## src/sv/ssm_pkg.sv

```systemverilog
// ----------------------------------------------------------------------------
// ssm_pkg
// Shared constants for the sorted-squares merge block.
// ----------------------------------------------------------------------------
package ssm_pkg;

  // Default depth of the element store (elements per run).
  localparam int MAX_LEN    = 64;
  // Default stored element width, two's complement.
  localparam int VALUE_BITS = 16;
  // Fixed width of the value field on the input port.
  localparam int VALUE_W    = 16;
  // Fixed width of the square field on the output port.
  localparam int SQUARE_W   = 31;

endpackage

```

## src/sv/ssm_ram.sv

```systemverilog
// ----------------------------------------------------------------------------
// ssm_ram
// Generic RAM: one write port, two read ports, registered read data.
// ----------------------------------------------------------------------------
module ssm_ram #(
  parameter int WIDTH = ssm_pkg::VALUE_BITS,
  parameter int DEPTH = ssm_pkg::MAX_LEN,
  localparam int AW   = (DEPTH > 1) ? $clog2(DEPTH) : 1
) (
  input  logic             clk,
  input  logic             we,
  input  logic [AW-1:0]    waddr,
  input  logic [WIDTH-1:0] wdata,
  input  logic [AW-1:0]    raddr_a,
  input  logic [AW-1:0]    raddr_b,
  output logic [WIDTH-1:0] rdata_a,
  output logic [WIDTH-1:0] rdata_b
);

  logic [WIDTH-1:0] mem [DEPTH];

  // write port
  always_ff @(posedge clk) begin
    if (we) begin
      mem[waddr] <= wdata;
    end
  end

  // two read ports, registered read data
  always_ff @(posedge clk) begin
    rdata_a <= mem[raddr_a];
    rdata_b <= mem[raddr_b];
  end

endmodule

```

## src/sv/sorted_squares_merge.sv

```systemverilog
// ----------------------------------------------------------------------------
// sorted_squares_merge
// Loads a sorted run of signed values into a RAM, then emits their squares
// in non-decreasing order by a two-pointer merge out from the negative split.
// ----------------------------------------------------------------------------
//
//   channel | handshake            | payload
//   --------+----------------------+-------------------------------------
//   in      | in_valid / in_ready  | value[15:0] signed, last_in
//   out     | out_valid / out_ready| square[30:0], last_out, input_unsorted
//
// Loading accepts one input beat per cycle; the beat marked last_in closes the
// run. Emission then fetches the first pair from the registered RAM read and,
// for each result, steps through square, compare/select and output beat, with
// the multiplier stage registering both squares. Input is refused while a
// run is being emitted. A stalled output beat holds the merge. Reset clears
// the run state at once; the element store needs no clearing pass.
module sorted_squares_merge #(
  parameter int MAX_LEN    = ssm_pkg::MAX_LEN,
  parameter int VALUE_BITS = ssm_pkg::VALUE_BITS
) (
  input  logic                          clk,
  input  logic                          rst,
  input  logic                          in_valid,
  output logic                          in_ready,
  input  logic signed [ssm_pkg::VALUE_W-1:0] value,
  input  logic                          last_in,
  output logic                          out_valid,
  input  logic                          out_ready,
  output logic [ssm_pkg::SQUARE_W-1:0]  square,
  output logic                          last_out,
  output logic                          input_unsorted
);

  localparam int AW = (MAX_LEN > 1) ? $clog2(MAX_LEN) : 1;
  localparam int CW = $clog2(MAX_LEN + 1);
  localparam int PW = 2 * VALUE_BITS;

  typedef enum logic [2:0] {
    S_LOAD, S_FETCH, S_MUL, S_PICK, S_SEND
  } state_t;

  state_t state;

  // run state while loading
  logic [CW-1:0]                load_count;
  logic [CW-1:0]                neg_count;
  logic                         still_in_prefix;
  logic signed [VALUE_BITS-1:0] prev_value;
  logic                         unsorted_seen;

  // merge state while emitting
  logic [CW-1:0]                left;
  logic [CW-1:0]                right;
  logic [CW-1:0]                run_len;
  logic [CW-1:0]                remaining;
  logic [PW-1:0]                prod_l;
  logic [PW-1:0]                prod_r;

  // load-side next values
  logic [31:0]                  raw_value;
  logic signed [VALUE_BITS-1:0] v_in;
  logic                         in_beat;
  logic                         store_ok;
  logic [CW-1:0]                load_count_next;
  logic [CW-1:0]                neg_count_next;
  logic                         still_in_prefix_next;
  logic                         unsorted_seen_next;

  // RAM ports
  logic [AW-1:0]                raddr_l;
  logic [AW-1:0]                raddr_r;
  logic signed [VALUE_BITS-1:0] rd_l;
  logic signed [VALUE_BITS-1:0] rd_r;
  logic signed [PW-1:0]         sq_l;
  logic signed [PW-1:0]         sq_r;

  // merge selection
  logic                         take_left;
  logic [PW-1:0]                pick_prod;
  logic [63:0]                  pick_ext;

  assign in_ready = (state == S_LOAD);
  assign in_beat  = in_valid && in_ready;

  // low VALUE_BITS of the field, two's complement
  assign raw_value = 32'(unsigned'(value));
  assign v_in      = raw_value[VALUE_BITS-1:0];
  assign store_ok  = (load_count < CW'(MAX_LEN));

  // running prefix, count and order check
  always_comb begin
    load_count_next      = load_count;
    neg_count_next       = neg_count;
    still_in_prefix_next = still_in_prefix;
    unsorted_seen_next   = unsorted_seen;
    if (store_ok) begin
      load_count_next = load_count + CW'(1);
      if (load_count != '0 && v_in < prev_value) begin
        unsorted_seen_next = 1'b1;
      end
      if (still_in_prefix && v_in < 0) begin
        neg_count_next = neg_count + CW'(1);
      end else begin
        still_in_prefix_next = 1'b0;
      end
    end
  end

  // read addresses follow the pointers; out-of-run reads are parked at 0
  assign raddr_l = (left == '0) ? '0 : AW'(left - CW'(1));
  assign raddr_r = (right >= run_len) ? '0 : AW'(right);

  ssm_ram #(
    .WIDTH (VALUE_BITS),
    .DEPTH (MAX_LEN)
  ) u_store (
    .clk     (clk),
    .we      (in_beat && store_ok),
    .waddr   (AW'(load_count)),
    .wdata   (v_in),
    .raddr_a (raddr_l),
    .raddr_b (raddr_r),
    .rdata_a (rd_l),
    .rdata_b (rd_r)
  );

  // squares of both heads
  assign sq_l = PW'(rd_l) * PW'(rd_l);
  assign sq_r = PW'(rd_r) * PW'(rd_r);

  // smaller square first, ties to the left side
  always_comb begin
    take_left = (left != '0) && ((right >= run_len) || (prod_l <= prod_r));
    pick_prod = take_left ? prod_l : prod_r;
    pick_ext  = 64'(pick_prod);
  end

  // control and datapath registers
  always_ff @(posedge clk) begin
    if (rst) begin
      state           <= S_LOAD;
      load_count      <= '0;
      neg_count       <= '0;
      still_in_prefix <= 1'b1;
      prev_value      <= '0;
      unsorted_seen   <= 1'b0;
      out_valid       <= 1'b0;
      left            <= '0;
      right           <= '0;
      run_len         <= '0;
      remaining       <= '0;
    end else begin
      unique case (state)
        S_LOAD: begin
          if (in_beat) begin
            if (last_in) begin
              // hand the run to the merge and clear the load state
              left            <= neg_count_next;
              right           <= neg_count_next;
              run_len         <= load_count_next;
              remaining       <= load_count_next;
              input_unsorted  <= unsorted_seen_next;
              load_count      <= '0;
              neg_count       <= '0;
              still_in_prefix <= 1'b1;
              prev_value      <= '0;
              unsorted_seen   <= 1'b0;
              state           <= S_FETCH;
            end else begin
              if (store_ok) begin
                prev_value <= v_in;
              end
              load_count      <= load_count_next;
              neg_count       <= neg_count_next;
              still_in_prefix <= still_in_prefix_next;
              unsorted_seen   <= unsorted_seen_next;
            end
          end
        end
        S_FETCH: begin
          state <= S_MUL;
        end
        S_MUL: begin
          prod_l <= unsigned'(sq_l);
          prod_r <= unsigned'(sq_r);
          state  <= S_PICK;
        end
        S_PICK: begin
          square    <= pick_ext[ssm_pkg::SQUARE_W-1:0];
          last_out  <= (remaining == CW'(1));
          remaining <= remaining - CW'(1);
          if (take_left) begin
            left <= left - CW'(1);
          end else begin
            right <= right + CW'(1);
          end
          out_valid <= 1'b1;
          state     <= S_SEND;
        end
        S_SEND: begin
          if (out_ready) begin
            out_valid <= 1'b0;
            state     <= last_out ? S_LOAD : S_MUL;
          end
        end
        default: begin
          state <= S_LOAD;
        end
      endcase
    end
  end

endmodule

```

## config.mk

```make
export PLATFORM = sky130hd
export DESIGN_NAME = sorted_squares_merge
export DESIGN_NICKNAME = d
export VERILOG_FILES = /design/src/sv/ssm_pkg.sv /design/src/sv/ssm_ram.sv /design/src/sv/sorted_squares_merge.sv
export SDC_FILE = /design/constraint.sdc
export NUM_CORES = 2
export LEC_CHECK = 0
export BUFFER_PORTS_ARGS = -buffer_cell sky130_fd_sc_hd__buf_2
export CORE_MARGIN = 3
export CORE_UTILIZATION = 50
export DETAILED_ROUTE_END_ITERATION = 10
export HOLD_SLACK_MARGIN = 0.1
export PLACE_DENSITY = 0.7
export REMOVE_ABC_BUFFERS = 1
export SLEW_MARGIN = 20
export SYNTH_ARGS = -nofsm -noshare
export SYNTH_HDL_FRONTEND = slang
export SYNTH_SLANG_ARGS = --single-unit
```

## constraint.sdc

```tcl
create_clock -name clk -period 25.5 [get_ports clk]
set_input_delay 6.375 -clock clk [delete_from_list [all_inputs] [get_ports clk]]
set_output_delay 6.375 -clock clk [all_outputs]
set_load 0.005 [all_outputs]
```

# == After elaboration in Yosys (flattened, before gate mapping) ==
# Memory sizes are Yosys's and may differ from the RTL's. A register that Yosys moved wholly into a read port is not among the register bits.
# Index checks and enable logic that the tools add are counted.
# totals
register_bits,161
ramBits,1024
in_bits,21
out_inout_bits,35
wordCells,100
memories,1
# classes
add_sub_neg,5
multipliers,2
n_lt_le_gt_ge,5
eq_ne,11
n_mux,34
bitwise,1
reduce_logical,25
# memory_table
memory,words,width,rd,rd_ports_with_merged_regs,wr,line,source
u_store.mem,64,16,2,2,1,ssm_ram.sv:20,logic [WIDTH-1:0] mem [DEPTH];
# ops
operator,count
$mux W7,11
$mul A16 B16 Y32,2
$pmux W7 S2,3
$le A32 B32 Y1,1
$mux W16,2
$mux W31,1
$add A7 B1 Y7 const B,3
$lt A16 B1 Y1 const B,1
$lt A16 B16 Y1,1
$reduce_and A4 Y1,4
$pmux W3 S5,1
$reduce_bool A7 Y1,2
$sub A7 B1 Y7 const B,2
$mux W6,2
$reduce_and A3 Y1,4
$mux W1,9
$mux W3,3
$ne A2 B2 Y1 const B,4
$reduce_and A2 Y1,4
$eq A7 B1 Y1 const B,1
$ge A7 B7 Y1,1
$logic_not A7 Y1,1
$lt A7 B7 Y1 const B,1
$eq A3 B2 Y1 const B,2
10 further kinds,17

# == Depth between registers and ports, before layout ==
# logic_depth
depth_word,7
mapped_depth,24

# == By module ==
# From an unflattened synthesis, not the netlist that was laid out.
# hier_totals
hier_cells,5274
area_unflattened_um2,74396.4
# by_module_without_submodules
module,instances,cells_per_inst,area_each_um2
ssm_ram,1,2582,48796.8
sorted_squares_merge,1,2692,25599.6

# == Worst setup path before layout ==
# OpenSTA, ideal clock, no wires.
# synth_timing
path_kind,input-to-reg
startpoint,input rst
endpoint,"register prod_l[0], enable pin"
setup_time_ps,657
t_arrival_ps,13184
required_ps,24843
setup_slack_ps,11659
path_stages,3
n_path_buf,2
cell_sequence,clkbuf_1 clkbuf_1 nor4b_1
# synth_between
elab_chain_cells,2
# synth_lines
item,line,source
"start, declared",sorted_squares_merge.sv:23,"input logic rst,"
$not A1 Y1 (no source line),-,
$reduce_and A2 Y1 (no source line),-,
"end signal, assigned",sorted_squares_merge.sv:185,prod_l <= unsigned'(sq_l);
"end, declared",sorted_squares_merge.sv:57,logic [PW-1:0] prod_l;
# No other way between the ends.
# A chain may end at the register's enable or synchronous reset.

# == Worst setup path in the final report ==
# layout_timing
startpoint,input in_valid
endpoint,"memory u_store.mem[29][11] (netlist name), enable pin"
# layout_between
elab_chain_cells,4
# layout_lines
item,line,source
"start, declared",sorted_squares_merge.sv:24,"input logic in_valid,"
$logic_and A1 B1 Y1,sorted_squares_merge.sv:84,assign in_beat = in_valid && in_ready;
$logic_and A1 B1 Y1,sorted_squares_merge.sv:119,".we (in_beat && store_ok),"
$mux W1,ssm_ram.sv:24,if (we) begin
$mux W1 (implied by the code),ssm_ram.sv:25,mem[waddr] <= wdata;
"end, declared",ssm_ram.sv:20,
# No other way between the ends.

==> qor.yml <==
outcome:
  status: "complete, no violations"
clock_network:
  cts_buffer_depth: 3
  clkTransAtPathRegs_ns: 0.06
  cts-htree-levels: 4
  cts_tree: "yes"
  cts_hold_buf: 0
  clock-sinks: 1214
  insertion_delay_ns: 0.80
  post_cts_buffers: 0
  cts-root-buf: "clkbuf_16"
  cts_resized: 0
  cts_made_buffers: 134
die:
  fp.dieH_um: 396
  dieArea_mm2: 0.157
  initial_utilization_pct: 50.6
  core_mm2: 0.150
  die_x_um: 396
  rows: 142
  ioPinCount: 56
timing:
  slew_viol_final: 0
  finalSetupTns_ns: 0
  finalSetupViolations: 0
  clock-skew-final_ns: 0.0553
  worstMarginPinSlew_ns: 1.32
  clock.fmax_ghz: 0.117
  fin_crit_ns: 8.53
  finalCritPeriodShare_pct: 33.5
  final_hold_viol_count: 0
  rsz0062_at_grt: "false"
  slew_headroom_pct: 11.6
route:
  drt_pass1_iterations: 7
  viasPerCell: 6.32
  avgRoutedWirePerCell_um: 27.2
  drt_iter0_markers: 7823
  vias: 58076
  route.detailed.drc: 0
  totalWireLength_um: 250000
  drtAntennaViolNets: 0
place:
  hpwl_um: 172000
  gp_congestion: 1.03
  place_area_mm2: 0.0786
  portBuffers: 54
cells_and_area:
  fillers: 12684
  postLayoutCoreUtil_pct: 55.3
  drive_gt1_share_pct: 10.3
  design_area_mm2: 0.0832
  num-nets-final: 7783
  area_delta_synth_final_pct: 9.33
worst_setup_path:
  cpLargestDelayFamily: "simple AND/OR/NAND/NOR gates"
  crit_type: "in -> reg"
  slowest_delay_ns: 0.82
  crit_slowest_cell: "nand3_1"
  arrival_ns: 9.00
  crit_fanout: 33
  cp_num_buf_inv: 3
  critPathCaptureType: "flop"
  cp_cell_sequence: "buf_2 -> nand2_1 -> buf_4 -> nor2_1 -> nand3_1 -> nor2_1 -> buf_4"
  worst_ep_required_time_ns: 25.97
  cp-start-kind: "input port"
logic_synthesis:
  async_flop_share_pct: 0
  synthCells: 7125
  ys_seq_area_share_pct: 46.7
  synth_seq_cells: 1214
  syn_area_mm2: 0.0761
  synthFlopType: "edfxtp_1"
  synth_edf_count: 1118
  ys_types: 88
  avgSynthCellArea_um2: 10.7
  yosysWarnings: 0
grt:
  grt_pass1_vias: 56538
  antenna_found_initial: 18
  grt.total_usage_pct: 31.3
  grt_overflow: 0
  grt_pass1_wl_um: 366000
  grt_max_degree: 174
job:
  max_cap_viol_count: 0
min_path:
  hp-class: "reg -> reg"
## state kept, by name (all words and copies together), names as in the netlist, 7 cells and up
register	count
prod_r	31
remaining	7
run_len	7
right	7
neg_count	7
left	7
prev_value	16
prod_l	31
u_store.rdata_a	16
square	30
u_store.mem	1024
u_store.rdata_b	16
load_count	7
## stage by stage
| step | worst slack [ns] | hold WS (ns) | instances |
|---|---|---|---|
| detailed placement | 16.31 | 0.459 | 8932 |
| floorplan | 9.37 | 0.430 | 6677 |
| finish | 16.97 | 0.471 | 9183 |
| global placement | 16.37 | 0.460 | 8930 |
| global route | 16.97 | 0.490 | 9178 |
| CTS | 17.13 | 0.468 | 9174 |
## final cells by class
class	instances	area [µm²]	share of cell area [%]
multi-input combinational	4711	36100	43.4
sequential	1214	35500	42.7
clock buffer	169	3580	4.30
inverter	752	2820	3.39
tap	2016	2520	3.03
timing repair buffer	241	1730	2.08
clock inverter	73	876	1.05
antenna	7	17.5	0.0211
## per-layer routing
metal | global-route usage [%] | part of all wire, % | up-vias | routed length (µm)
li1 | - | - | 25024 | -
met1 | 39.0 | 36 | 28475 | 90000
met2 | 49.1 | 45 | 3749 | 113000
met3 | 7.88 | 11 | 816 | 27800
met4 | 19.5 | 7.6 | 12 | 18900
met5 | 0 | 0.034 | - | 84
## path summary, 6_finish.rpt
kind | start | to | slack, ns | cells after the start
min reg2reg | still_in_prefix | still_in_prefix | 0.47 | 2
min | still_in_prefix | still_in_prefix | 0.47 | 2
max | in_valid | u_store.mem[29][11] | 16.97 | 7
max reg2reg | u_store.rdata_b[2] | prod_r[31] | 18.43 | 19
## worst register-to-register path: stages, from the launching register on
cell and delay [ns]:
dfxtp_1 0.78, inv_1 0.29, nor2_1 0.28, fa_1 0.61
fa_1 0.92, fa_1 0.53, fa_1 0.50, fa_1 0.49
inv_1 0.05, fa_1 0.48, inv_1 0.05, ha_1 0.37
a211oi_1 0.29, o21bai_1 0.11, a21oi_1 0.20, a21bo_2 0.15
a32oi_1 0.10, a211o_1 0.30, a21oi_1 0.21, xnor2_1 0.09
## cell usage after synthesis (187+ instances only)
library cell  count  share of area, %
a21oi_1         254               1.7
clkbuf_1        272               1.3
edfxtp_1       1118                44
fa_1            467                12
ha_1            241               4.0
inv_1           750               3.7
nand2_1         916               4.5
nand3_1         247               1.6
nor2_1          580               2.9
nor3_1          268               1.8
o21ai_0         187               1.2
o22ai_1         198               1.6
## layout by cell type (no fill, tap or decap), types with 22 or more instances in the layout
master	synthesis	final
a21o_1	38	36
clkbuf_16	0	137
mux4_2	32	32
nor3b_1	36	36
nand2b_1	34	34
a2111oi_0	35	29
o21ai_0	187	187
and3_1	49	49
ha_1	241	241
xnor2_1	77	77
nor2_1	580	571
nand2_1	916	913
dfxtp_1	96	92
mux2i_1	122	122
and2_1	83	82
a21oi_1	254	253
buf_4	8	180
a211oi_1	64	63
buf_2	108	56
nor3_1	268	267
nand3b_1	22	22
nand3_1	247	247
o41ai_1	30	23
clkbuf_1	272	29
mux2_2	175	175
o211ai_1	77	77
clkinv_2	0	26
edfxtp_1	1118	1118
inv_1	750	750
a31oi_1	42	42
or3_1	23	23
o22ai_1	198	198
fa_1	467	467
xor2_1	25	25
nor4_1	38	35
o221ai_1	79	79
a222oi_1	32	32
## cells by family after synthesis
logic type	share of synthesized area, %
AND/OR/NAND/NOR	14.0
flip-flops	46.7
buffers and inverters	6.20
AO/OA/AOI/OAI	10.6
adder cells (fa/ha/maj)	16.3
multiplexers	5.14
XOR/XNOR	1.17
other	0.00493
Power is not shown: default switching activity piles up to over one toggle a cycle in this logic, so the estimate is an artifact.
